$ cat config.mk
export PLATFORM = sky130hd
export DESIGN_NAME = json_string_unescaper
export DESIGN_NICKNAME = d
export VERILOG_FILES = /design/src/rtl/core/jsu_pkg.sv /design/src/rtl/core/jsu_step.sv /design/src/rtl/core/json_string_unescaper.sv
export SDC_FILE = /design/constraint.sdc
export NUM_CORES = 1
export LEC_CHECK = 0
export BUFFER_PORTS_ARGS = -buffer_cell sky130_fd_sc_hd__buf_4
export CORE_AREA = 2 2 109 111
export CTS_BUF_LIST = sky130_fd_sc_hd__clkbuf_8
export DETAILED_ROUTE_END_ITERATION = 8
export DIE_AREA = 0 0 111 113
export GPL_TIMING_DRIVEN = 0
export SETUP_SLACK_MARGIN = 0.2
export SLEW_MARGIN = 20
export SYNTH_ARGS = -nofsm -noshare
export SYNTH_HDL_FRONTEND = slang
export SYNTH_SLANG_ARGS = --single-unit
$ cat constraint.sdc
create_clock -name clk -period 3.9 [get_ports clk]
set_input_delay 0.78 -clock clk [delete_from_list [all_inputs] [get_ports clk]]
set_output_delay 0.78 -clock clk [all_outputs]
set_load 0.01 [all_outputs]
$ cat src/rtl/core/jsu_pkg.sv
// Shared types, codes and decode helpers for the JSON string unescaper.
package jsu_pkg;

  typedef enum logic [2:0] {
    PH_TEXT = 3'd0,
    PH_ESC  = 3'd1,
    PH_U0   = 3'd2,
    PH_U1   = 3'd3,
    PH_U2   = 3'd4,
    PH_U3   = 3'd5,
    PH_X0   = 3'd6,
    PH_X1   = 3'd7
  } phase_t;

  typedef enum logic [1:0] {
    ST_RUN   = 2'd0,
    ST_CLOSE = 2'd1,
    ST_ERR   = 2'd2
  } status_t;

  localparam logic [7:0] CH_DQUOTE = 8'h22;
  localparam logic [7:0] CH_SQUOTE = 8'h27;
  localparam logic [7:0] CH_SLASH  = 8'h2F;
  localparam logic [7:0] CH_BSLASH = 8'h5C;
  localparam logic [7:0] CH_LOW_B  = 8'h62;
  localparam logic [7:0] CH_LOW_F  = 8'h66;
  localparam logic [7:0] CH_LOW_N  = 8'h6E;
  localparam logic [7:0] CH_LOW_R  = 8'h72;
  localparam logic [7:0] CH_LOW_T  = 8'h74;
  localparam logic [7:0] CH_LOW_U  = 8'h75;
  localparam logic [7:0] CH_LOW_X  = 8'h78;

  typedef struct packed {
    logic    has;
    logic [7:0] byte_a;
    logic [7:0] byte_b;
    logic [7:0] byte_c;
    logic [1:0] count;
    status_t status;
  } step_res_t;

  typedef struct packed {
    logic [7:0] b0;
    logic [7:0] b1;
    logic [7:0] b2;
    logic [1:0] cnt;
  } utf8_t;

  typedef struct packed {
    logic       ok;
    logic [3:0] val;
  } hex_t;

  function automatic hex_t hex_value(input logic [7:0] c);
    hex_t h;
    h.ok  = 1'b1;
    h.val = 4'd0;
    if (c >= 8'h30 && c <= 8'h39) h.val = 4'(c - 8'h30);
    else if (c >= 8'h61 && c <= 8'h66) h.val = 4'(c - 8'h57);
    else if (c >= 8'h41 && c <= 8'h46) h.val = 4'(c - 8'h37);
    else h.ok = 1'b0;
    return h;
  endfunction

  // Zero means "not a simple escape"
  function automatic logic [7:0] simple_escape(input logic [7:0] c);
    logic [7:0] r;
    case (c)
      CH_DQUOTE: r = CH_DQUOTE;
      CH_SLASH:  r = CH_SLASH;
      CH_BSLASH: r = CH_BSLASH;
      CH_LOW_B:  r = 8'h08;
      CH_LOW_F:  r = 8'h0c;
      CH_LOW_N:  r = 8'h0a;
      CH_LOW_R:  r = 8'h0d;
      CH_LOW_T:  r = 8'h09;
      default:   r = 8'h00;
    endcase
    return r;
  endfunction

  function automatic utf8_t encode_utf8(input logic [15:0] code);
    utf8_t u;
    u = '0;
    if (|code[15:11]) begin
      u.b0  = 8'hE0 | {4'd0, code[15:12]};
      u.b1  = 8'h80 | {2'd0, code[11:6]};
      u.b2  = 8'h80 | {2'd0, code[5:0]};
      u.cnt = 2'd3;
    end else if (|code[10:7]) begin
      u.b0  = 8'hC0 | {3'd0, code[10:6]};
      u.b1  = 8'h80 | {2'd0, code[5:0]};
      u.cnt = 2'd2;
    end else if (|code[6:0]) begin
      u.b0  = {1'b0, code[6:0]};
      u.cnt = 2'd1;
    end
    return u;
  endfunction

endpackage

$ cat src/rtl/core/jsu_step.sv
// Escape state machine: phase and hex accumulator, decodes one byte per advance.
module jsu_step
  import jsu_pkg::*;
(
  input  logic       clk,
  input  logic       rst_n,
  input  logic       advance,
  input  logic [7:0] char_in,
  input  logic       quote_single,
  input  logic       at_end,
  output step_res_t  res
);

  phase_t      phase_r, phase_nxt;
  logic [11:0] accum_r, accum_nxt;

  always_ff @(posedge clk) begin
    if (!rst_n) begin
      phase_r <= PH_TEXT;
      accum_r <= '0;
    end else if (advance) begin
      phase_r <= phase_nxt;
      accum_r <= accum_nxt;
    end
  end

  logic [7:0] quote;
  logic [7:0] simple;
  hex_t       hx;
  utf8_t      u8;
  logic [7:0] xbyte;
  logic [7:0] b0, b1, b2;
  logic [1:0] n;
  status_t    st;

  assign quote  = quote_single ? CH_SQUOTE : CH_DQUOTE;
  assign simple = simple_escape(char_in);
  assign hx     = hex_value(char_in);
  assign u8     = encode_utf8({accum_r, hx.val});
  assign xbyte  = {accum_r[3:0], hx.val};

  always_comb begin
    b0        = '0;
    b1        = '0;
    b2        = '0;
    n         = 2'd0;
    st        = ST_RUN;
    phase_nxt = PH_TEXT;
    accum_nxt = accum_r;
    unique case (phase_r)
      PH_TEXT: begin
        if (char_in == quote) begin
          st = ST_CLOSE;
        end else if (char_in == CH_BSLASH) begin
          phase_nxt = PH_ESC;
        end else if (char_in != 8'h00) begin
          b0 = char_in;
          n  = 2'd1;
        end
      end
      PH_ESC: begin
        if (char_in == CH_LOW_U) begin
          phase_nxt = PH_U0;
        end else if (char_in == CH_LOW_X) begin
          phase_nxt = PH_X0;
        end else if (simple != 8'h00) begin
          b0 = simple;
          n  = 2'd1;
        end else begin
          // unknown escape passes through with its backslash
          b0 = CH_BSLASH;
          b1 = char_in;
          n  = 2'd2;
        end
      end
      PH_X0, PH_X1, PH_U0, PH_U1, PH_U2, PH_U3: begin
        if (!hx.ok) begin
          st = ST_ERR;
        end else if (phase_r == PH_X0) begin
          accum_nxt = {8'd0, hx.val};
          phase_nxt = PH_X1;
        end else if (phase_r == PH_X1) begin
          b0 = xbyte;
          n  = (xbyte != 8'h00) ? 2'd1 : 2'd0;
        end else if (phase_r == PH_U3) begin
          b0 = u8.b0;
          b1 = u8.b1;
          b2 = u8.b2;
          n  = u8.cnt;
        end else begin
          accum_nxt = {accum_r[7:0], hx.val};
          phase_nxt = phase_t'(phase_r + 3'd1);
        end
      end
      default: st = ST_ERR;
    endcase

    if (at_end && st != ST_CLOSE) st = ST_ERR;
    if (st == ST_ERR) begin
      n  = 2'd0;
      b0 = '0;
      b1 = '0;
      b2 = '0;
    end
    if (st != ST_RUN) phase_nxt = PH_TEXT;
    if (phase_nxt == PH_TEXT) accum_nxt = '0;

    res.has    = (n != 2'd0) || (st != ST_RUN);
    res.byte_a = b0;
    res.byte_b = b1;
    res.byte_c = b2;
    res.count  = n;
    res.status = st;
  end

endmodule

$ cat src/rtl/core/json_string_unescaper.sv
// Top level of the JSON string unescaper: input register, decode step, result register.
//
// Feed the bytes of a quoted JSON string body, after the opening quote, on
// the in_ channel with in_quote_single selecting the closing quote and
// in_at_end marking the last byte of the buffer. Each byte produces at most
// one result item on the out_ channel: up to three decoded bytes (out_count
// of them valid) and a status of in progress, closed or error. Bytes that
// only advance an escape, and dropped NUL bytes, produce no item.
// An accepted byte is held in the input register and its result item in the result
// register. One byte is accepted every cycle; the escape phase and hex accumulator
// update on each advance, so nothing limits the rate but out_stall.
// After a closing quote or an error the decoder is back in plain text, ready
// for the next string. Reset (rst_n low, synchronous) empties both
// registers and returns the decoder to plain text.
// When out_stall holds a result, a byte that yields no result still drains;
// one that yields a result waits in the input register and in_stall rises.
module json_string_unescaper
  import jsu_pkg::*;
(
  input  logic       clk,
  input  logic       rst_n,
  input  logic       in_valid,
  output logic       in_stall,
  input  logic [7:0] in_char_in,
  input  logic       in_quote_single,
  input  logic       in_at_end,
  output logic       out_valid,
  input  logic       out_stall,
  output logic [7:0] out_byte_a,
  output logic [7:0] out_byte_b,
  output logic [7:0] out_byte_c,
  output logic [1:0] out_count,
  output logic [1:0] out_status
);

  logic       in_valid_r, in_valid_nxt;
  logic [7:0] char_r;
  logic       quote_r;
  logic       end_r;
  logic       out_valid_r, out_valid_nxt;
  step_res_t  res;
  step_res_t  res_r;
  logic       fire;
  logic       take;

  jsu_step u_step (
    .clk          (clk),
    .rst_n        (rst_n),
    .advance      (fire),
    .char_in      (char_r),
    .quote_single (quote_r),
    .at_end       (end_r),
    .res          (res)
  );

  // item leaves the input register when its result (if any) has a slot
  assign fire     = in_valid_r && (!res.has || !out_valid_r || !out_stall);
  assign in_stall = in_valid_r && !fire;
  assign take     = in_valid && !in_stall;

  always_comb begin
    in_valid_nxt = in_valid_r;
    if (take) in_valid_nxt = 1'b1;
    else if (fire) in_valid_nxt = 1'b0;

    out_valid_nxt = out_valid_r;
    if (fire && res.has) out_valid_nxt = 1'b1;
    else if (!out_stall) out_valid_nxt = 1'b0;
  end

  always_ff @(posedge clk) begin
    if (!rst_n) begin
      in_valid_r  <= 1'b0;
      out_valid_r <= 1'b0;
    end else begin
      in_valid_r  <= in_valid_nxt;
      out_valid_r <= out_valid_nxt;
    end
  end

  always_ff @(posedge clk) begin
    if (take) begin
      char_r  <= in_char_in;
      quote_r <= in_quote_single;
      end_r   <= in_at_end;
    end
    if (fire && res.has) res_r <= res;
  end

  assign out_valid  = out_valid_r;
  assign out_byte_a = res_r.byte_a;
  assign out_byte_b = res_r.byte_b;
  assign out_byte_c = res_r.byte_c;
  assign out_count  = res_r.count;
  assign out_status = res_r.status;

endmodule

# Word level (Yosys, flattened, before mapping)
# Index checks and enable logic that the tools add are counted.
dict set report word_totals {
  regBits 55
  input_bits 14
  out_inout_bits 30
  elab_cells 155
}
dict set report classes {
  n_addsub 4
  n_lt_le_gt_ge 6
  n_eq_ne 23
  n_mux 72
  bitwise_logic 4
  n_reduce_logical 33
}
# op n
set op_table {}
lappend op_table {{$mux 8} 19}
lappend op_table {{$mux 12} 6}
lappend op_table {{$eq 8x7->1 const B} 8}
lappend op_table {{$pmux 7 s8} 1}
lappend op_table {{$mux 2} 14}
lappend op_table {{$mux 3} 9}
lappend op_table {{$pmux 8 s3} 1}
lappend op_table {{$reduce_bool 8->1} 3}
lappend op_table {{$eq 8x6->1 const B} 2}
lappend op_table {{$ge 8x7->1 const B} 2}
lappend op_table {{$le 8x7->1 const B} 2}
lappend op_table {{$mux 16} 1}
lappend op_table {{$pmux 8 s2} 1}
lappend op_table {{$mux 7} 2}
lappend op_table {{$reduce_or 7->1} 2}
lappend op_table {{$eq 3x3->1 const B} 4}
lappend op_table {{$mux 1} 12}
lappend op_table {{$mux 4} 3}
lappend op_table {{$reduce_or 6->1} 2}
lappend op_table {{$reduce_bool 2->1} 5}
lappend op_table {{$pmux 3 s3} 1}
lappend op_table {{$eq 8x6->1} 1}
lappend op_table {{$ge 8x6->1 const B} 1}
lappend op_table {{$le 8x6->1 const B} 1}
lappend op_table {{18 further kinds} 39}

# Longest topological paths before layout
dict set report logic_depth {
  depth_word 26
  ltp_mapped 13
  ltp_nobuf 11
}

# Cells and area by module
# A second synthesis with hierarchy kept.
dict set report unflattened {
  hier_cells 332
  hier_area_um2 3204.3
}
# module n_inst cells_each area_per_inst_um2 seq_area_each_um2
set modules_own_cells {}
lappend modules_own_cells {jsu_step 1 283 1968.1 300.3}
lappend modules_own_cells {json_string_unescaper 1 49 1236.2 1181.1}

# Least setup slack after synthesis
# Ideal clock, no wire load.
dict set report synth_path {
  path_type {reg2reg}
  start {register char_r[1]}
  end {register res_r (netlist bit out_byte_a[0]) (enable)}
  setup_time_ns 0.411
  arrival_ns 3.772
  required_ns 3.489
  path_slack_ns -0.283
  stages_incl_launch_ff 12
  n_path_buf 1
  synth_period_minus_slack_ns 4.183
  path_cell_list {edfxtp_1 -> clkbuf_1 -> inv_1 -> ha_1 -> nor2b_1 -> and3_1 -> or4_1 -> a21o_1 -> a21oi_1 -> o221a_2 -> o21ai_1 -> nor2_1}
}
dict set report synth_between {
  elab_chain_len 22
  word_cells_on_any_way 65
  classes_between {add/sub: 3; order compare: 6; eq/ne: 13; mux: 27; reduce/logical: 16}
}
# item line_no
set synth_lines {}
lappend synth_lines {{start: declaration} json_string_unescaper.sv:37} ;# logic [7:0] char_r;
lappend synth_lines {{start signal: assignment} json_string_unescaper.sv:83} ;# char_r <= in_char_in;
lappend synth_lines {{$ge 8x7->1 or $le 8x7->1 (tied branches)} jsu_pkg.sv:60} ;# else if (c >= 8'h41 && c <= 8'h46) h.val = 4'(c - 8'h37);
lappend synth_lines {{$logic_and 1x1->1} jsu_pkg.sv:60}
lappend synth_lines {{$mux 4} jsu_pkg.sv:60}
lappend synth_lines {{$mux 4} jsu_pkg.sv:59} ;# else if (c >= 8'h61 && c <= 8'h66) h.val = 4'(c - 8'h57);
lappend synth_lines {{$mux 4} jsu_pkg.sv:58} ;# if (c >= 8'h30 && c <= 8'h39) h.val = 4'(c - 8'h30);
lappend synth_lines {{$reduce_or 7->1} jsu_pkg.sv:94} ;# end else if (|code[6:0]) begin
lappend synth_lines {{$mux 1} jsu_pkg.sv:94}
lappend synth_lines {{$mux 2} jsu_pkg.sv:90} ;# end else if (|code[10:7]) begin
lappend synth_lines {{[... 5 more ...]} --}
lappend synth_lines {{$pmux 2 s3} jsu_step.sv:50} ;# unique case (phase_r)
lappend synth_lines {{$mux 2} jsu_step.sv:99} ;# if (st == ST_ERR) begin
lappend synth_lines {{$reduce_bool 2->1} jsu_step.sv:108} ;# res.has = (n != 2'd0) || (st != ST_RUN);
lappend synth_lines {{$logic_or 1x1->1 (*)} jsu_step.sv:108}
lappend synth_lines {{$logic_not 1->1} json_string_unescaper.sv:57} ;# assign fire = in_valid_r && (!res.has || !out_valid_r || !out_stall);
lappend synth_lines {{$logic_or 1x1->1 (2 in series)} json_string_unescaper.sv:57}
lappend synth_lines {{$logic_and 1x1->1} json_string_unescaper.sv:57}
lappend synth_lines {{$logic_and 1x1->1 (*)} json_string_unescaper.sv:87} ;# if (fire && res.has) res_r <= res;
lappend synth_lines {{end signal: assignment} json_string_unescaper.sv:87}
lappend synth_lines {{end: declaration} json_string_unescaper.sv:42} ;# step_res_t res_r;
# Mark *: on every way between the ends. The rest lies on a longest branch, timed or not.
# A chain may end at the register's enable or synchronous reset.

# Final worst setup path
dict set report layout_path {
  start {register char_r[7]}
  end {output in_stall}
}
dict set report layout_between {
  elab_chain_len 23
  word_cells_on_any_way 63
  classes_between {order compare: 6; eq/ne: 13; mux: 27; reduce/logical: 17}
}
# item line_no
set layout_lines {}
lappend layout_lines {{$ge 8x7->1 or $le 8x7->1 (tied branches)} jsu_pkg.sv:60}
lappend layout_lines {{$logic_and 1x1->1} jsu_pkg.sv:60}
lappend layout_lines {{$mux 4} jsu_pkg.sv:60}
lappend layout_lines {{$mux 4} jsu_pkg.sv:59}
lappend layout_lines {{$mux 4} jsu_pkg.sv:58}
lappend layout_lines {{$reduce_or 7->1} jsu_pkg.sv:94}
lappend layout_lines {{$mux 1} jsu_pkg.sv:94}
lappend layout_lines {{$mux 2} jsu_pkg.sv:90}
lappend layout_lines {{[... 6 more ...]} --}
lappend layout_lines {{$mux 2} jsu_step.sv:99}
lappend layout_lines {{$reduce_bool 2->1} jsu_step.sv:108}
lappend layout_lines {{$logic_or 1x1->1 (*)} jsu_step.sv:108}
lappend layout_lines {{$logic_not 1->1 (*)} json_string_unescaper.sv:57}
lappend layout_lines {{$logic_or 1x1->1 (*) (2 in series)} json_string_unescaper.sv:57}
lappend layout_lines {{$logic_and 1x1->1 (*)} json_string_unescaper.sv:57}
lappend layout_lines {{$logic_not 1->1 (*)} json_string_unescaper.sv:58} ;# assign in_stall = in_valid_r && !fire;
lappend layout_lines {{$logic_and 1x1->1 (*)} json_string_unescaper.sv:58}
lappend layout_lines {{end: declaration} json_string_unescaper.sv:23} ;# output logic in_stall,
# Marked as above.

==> impl_metrics.toml <==
[clock_tree]
cts_root_buf = "clkbuf_8"
htree_levels = 2
cts_buffers = 5
clk_latency_ns = 0.32
cts.clk_slew.worst_paths_ns = 0.10
cts_tree = "yes"
clock_path_buffers = 2
cts_sinks = 54

[synth]
synth_seq_area_share = 0.438
syn_area_um2 = 3320
synth_top_family_by_area = "simple AND/OR/NAND/NOR gates"
synth_compound_area_frac = 0.198
synth_ff_type = "edfxtp_1"
synthAdderAreaFrac = 0.0328
synth-simple-area-share = 0.234
syn_inst = 367
synth_nets = 388
yosys_warnings = 0
synth_xor_area_frac = 0.00264
avgSynthCellArea_um2 = 9.03
synth.ff_latch_count = 54
ys_types = 63
synthArstFlopShare = 0
synth_edf_count = 37
synth.mux.area_fraction = 0.0517

[routing]
drtPass1Iterations = 5
antenna_left = 0
vias = 3106
via_per_inst = 5.36
wirelength_um = 9700
wire_per_inst_um = 16.7
drc = 0
detail_route.iter0.violations = 337

[timing]
rsz0062_at_grt = "yes"
final_hold_viol_count = 0
period_minus_slack_ns = 3.97
timing.fmax_mhz = 252
worstMarginPinSlew_ns = 0.831
fin_skew_ns = 0.00942
fin_ws_ns = -0.0707
max-slew-margin-rel = 0.442
period_share = 1.02
setup_viol = 1
slew_viol_final = 0

[cells_and_area]
drive_above_1_share = 0.245
multi_input_area_um2 = 1860
diodes = 0
nets = 457
area_growth_pct = 27.9
seqCellArea_um2 = 1450
design_area_um2 = 4240
fillers = 1124

[worst_hold_path]
worstHoldStart = "u_step.accum_r[8]"
hp-class = "reg -> reg"

[worst_setup_path]
critPathLaunchType = "flip-flop"
cp_data_required_time_ns = 3.12
cp-startpoint = "char_r[7]"
reg2reg_from = "char_r[7]"
cp_slowest_cell = "or4b_4"
arrival_ns = 3.19
critPathMaxStageDelay_ns = 0.54
crit_fanout = 4
timing_worst_setup_path_type = "reg -> out"
critPathCaptureType = "primary output"
crit_chain = "buf_6 > or4b_4 > a2111o_1 > or2_1 > maj3_2 > a21o_1 > o221a_4 > nor3b_4 > buf_4"

[floorplan]
start_util = 0.294
ios = 44
dieArea_um2 = 12500
coreArea_um2 = 11300
die_h_um = 113
rows = 39
die_w_um = 111

[global_route]
track_usage = 0.152
grt_overflow_total = 0
antenna_found_initial = 0
first_global_vias = 2899
grt_pass1_wl_um = 15200
grt_start_max_net_pins = 18

[run_status]
status = "finished, violations left"
violations = "negative setup slack"

[placement]
hpwl_um = 6920
placed_area_um2 = 3820
gp_congestion = 0.924
port_buffers = 42

[power_and_ir_drop]
leakage_nw = 1.52
total_power_w = 0.00121
ir_drop_uv = 138
pwr_density_cell_nw_per_um2 = 285

[run]
maxCapViolCount = 0
-- power breakdown --
group,leakage (nW),internal (W),switching [W],total (W)
Clock,0.0618,0.000211,0.000193,0.000404
Combinational,0.985,0.0000713,0.0000938,0.000165
Sequential,0.475,0.000633,0.00000832,0.000641
Total,1.52,0.000915,0.000295,0.00121
-- through the flow --
| stage | utilization | instances | hold slack, ns | setup slack, ns | setup TNS, ns |
|---|---|---|---|---|---|
| after global routing | 0.376 | 580 | 0.522 | -0.163 | -0.163 |
| final | 0.376 | 580 | 0.500 | -0.0707 | -0.0707 |
| after CTS | 0.367 | 575 | 0.500 | -0.114 | -0.114 |
| after detailed placement | 0.339 | 552 | 0.484 | -0.631 | -12.75 |
| after global placement | 0.339 | 552 | 0.468 | -0.721 | -22.27 |
| after floorplan | - | 367 | 0.447 | 0.139 | 0 |
-- sequential cells by signal (all words and copies together) (netlist names) --
| signal | count |
|---|---|
| char_r | 8 |
| end_r | 1 |
| in_valid_r | 1 |
| out_byte_a | 8 |
| out_byte_b | 8 |
| out_byte_c | 7 |
| out_count | 2 |
| out_status | 2 |
| out_valid | 1 |
| quote_r | 1 |
| u_step.accum_r | 12 |
| u_step.phase_r | 3 |
-- cells in the mapped netlist (6+ instances only) --
library cell / instances / share of area
dfxtp_1: 17 / 0.10
mux2i_1: 16 / 0.048
ha_1: 7 / 0.026
or3_1: 6 / 0.011
a21oi_1: 28 / 0.042
nor2b_1: 8 / 0.015
a211oi_1: 7 / 0.016
nand2b_1: 9 / 0.017
nand2_1: 52 / 0.059
nor3_1: 9 / 0.014
clkbuf_1: 13 / 0.015
nor2_1: 32 / 0.036
edfxtp_1: 37 / 0.34
nand3_1: 9 / 0.014
o21ai_0: 16 / 0.024
inv_1: 12 / 0.014
-- worst max-delay path, delay by kind of cell (launching register included) --
kind | cells | cell delay [ns]
and+or+nand+nor | 3 | 1.01
AOI/OAI and AO/OA | 3 | 0.86
DFF | 1 | 0.39
adders and majority gates | 1 | 0.33
buffers and inverters | 2 | 0.28
-- worst paths after layout --
kind	end	slack, ns	cells after the start
setup / recovery	in_stall	-0.07	9
hold / removal	u_step.accum_r[8]	0.50	2
setup reg to reg	out_byte_c[2]	0.22	10
hold reg to reg	u_step.accum_r[8]	0.50	2
-- metal layers --
metal / GRT usage / share of wire
met4: 0.0575 / 0.024
met3: 0.0279 / 0.062
met2: 0.249 / 0.47
met5: 0 / 0
met1: 0.203 / 0.45
-- cell type report --
type / count / share of cell area
Multi-Input combinational cell: 283 / 0.440
Timing Repair Buffer: 61 / 0.112
Buffer: 19 / 0.0248
Clock buffer: 6 / 0.0195
Tap cell: 143 / 0.0422
Inverter: 12 / 0.0106
Sequential cell: 54 / 0.342
Clock inverter: 2 / 0.00915
-- timing repair --
| item | in CTS | in global routing |
|---|---|---|
| setup endpoints to repair | 54 | 60 |
| pin swaps | 9 | 10 |
| cloned | 1 | 0 |
| resized for setup | 16 | 15 |
| setup buffers | 14 | 5 |
| hold buffers | 0 | 0 |
-- kinds of logic (layout without fill, tap and decap cells) --
logic type / after synthesis / in the layout
flip-flops: 54 / 54
other: 1 / 1
AO/OA/AOI/OAI: 98 / 98
multiplexers: 17 / 17
AND/OR/NAND/NOR: 156 / 157
adder cells (fa/ha/maj): 9 / 9
buffers and inverters: 31 / 100
XOR/XNOR: 1 / 1
-- cells in the final DEF, fill, tap and decap left out, types with 7 or more instances in the layout --
| cell | netlist | routed |
|---|---|---|
| buf_4 | 1 | 60 |
| nand2_1 | 52 | 52 |
| edfxtp_1 | 37 | 37 |
| nor2_1 | 32 | 30 |
| a21oi_1 | 28 | 26 |
| dfxtp_1 | 17 | 17 |
| o21ai_0 | 16 | 16 |
| mux2i_1 | 16 | 16 |
| inv_1 | 12 | 11 |
| clkbuf_1 | 13 | 10 |
| nor3_1 | 9 | 9 |
| nand3_1 | 9 | 9 |
| nand2b_1 | 9 | 9 |
| nor2b_1 | 8 | 7 |
No activity file was read; power rests on OpenSTA's default activity.
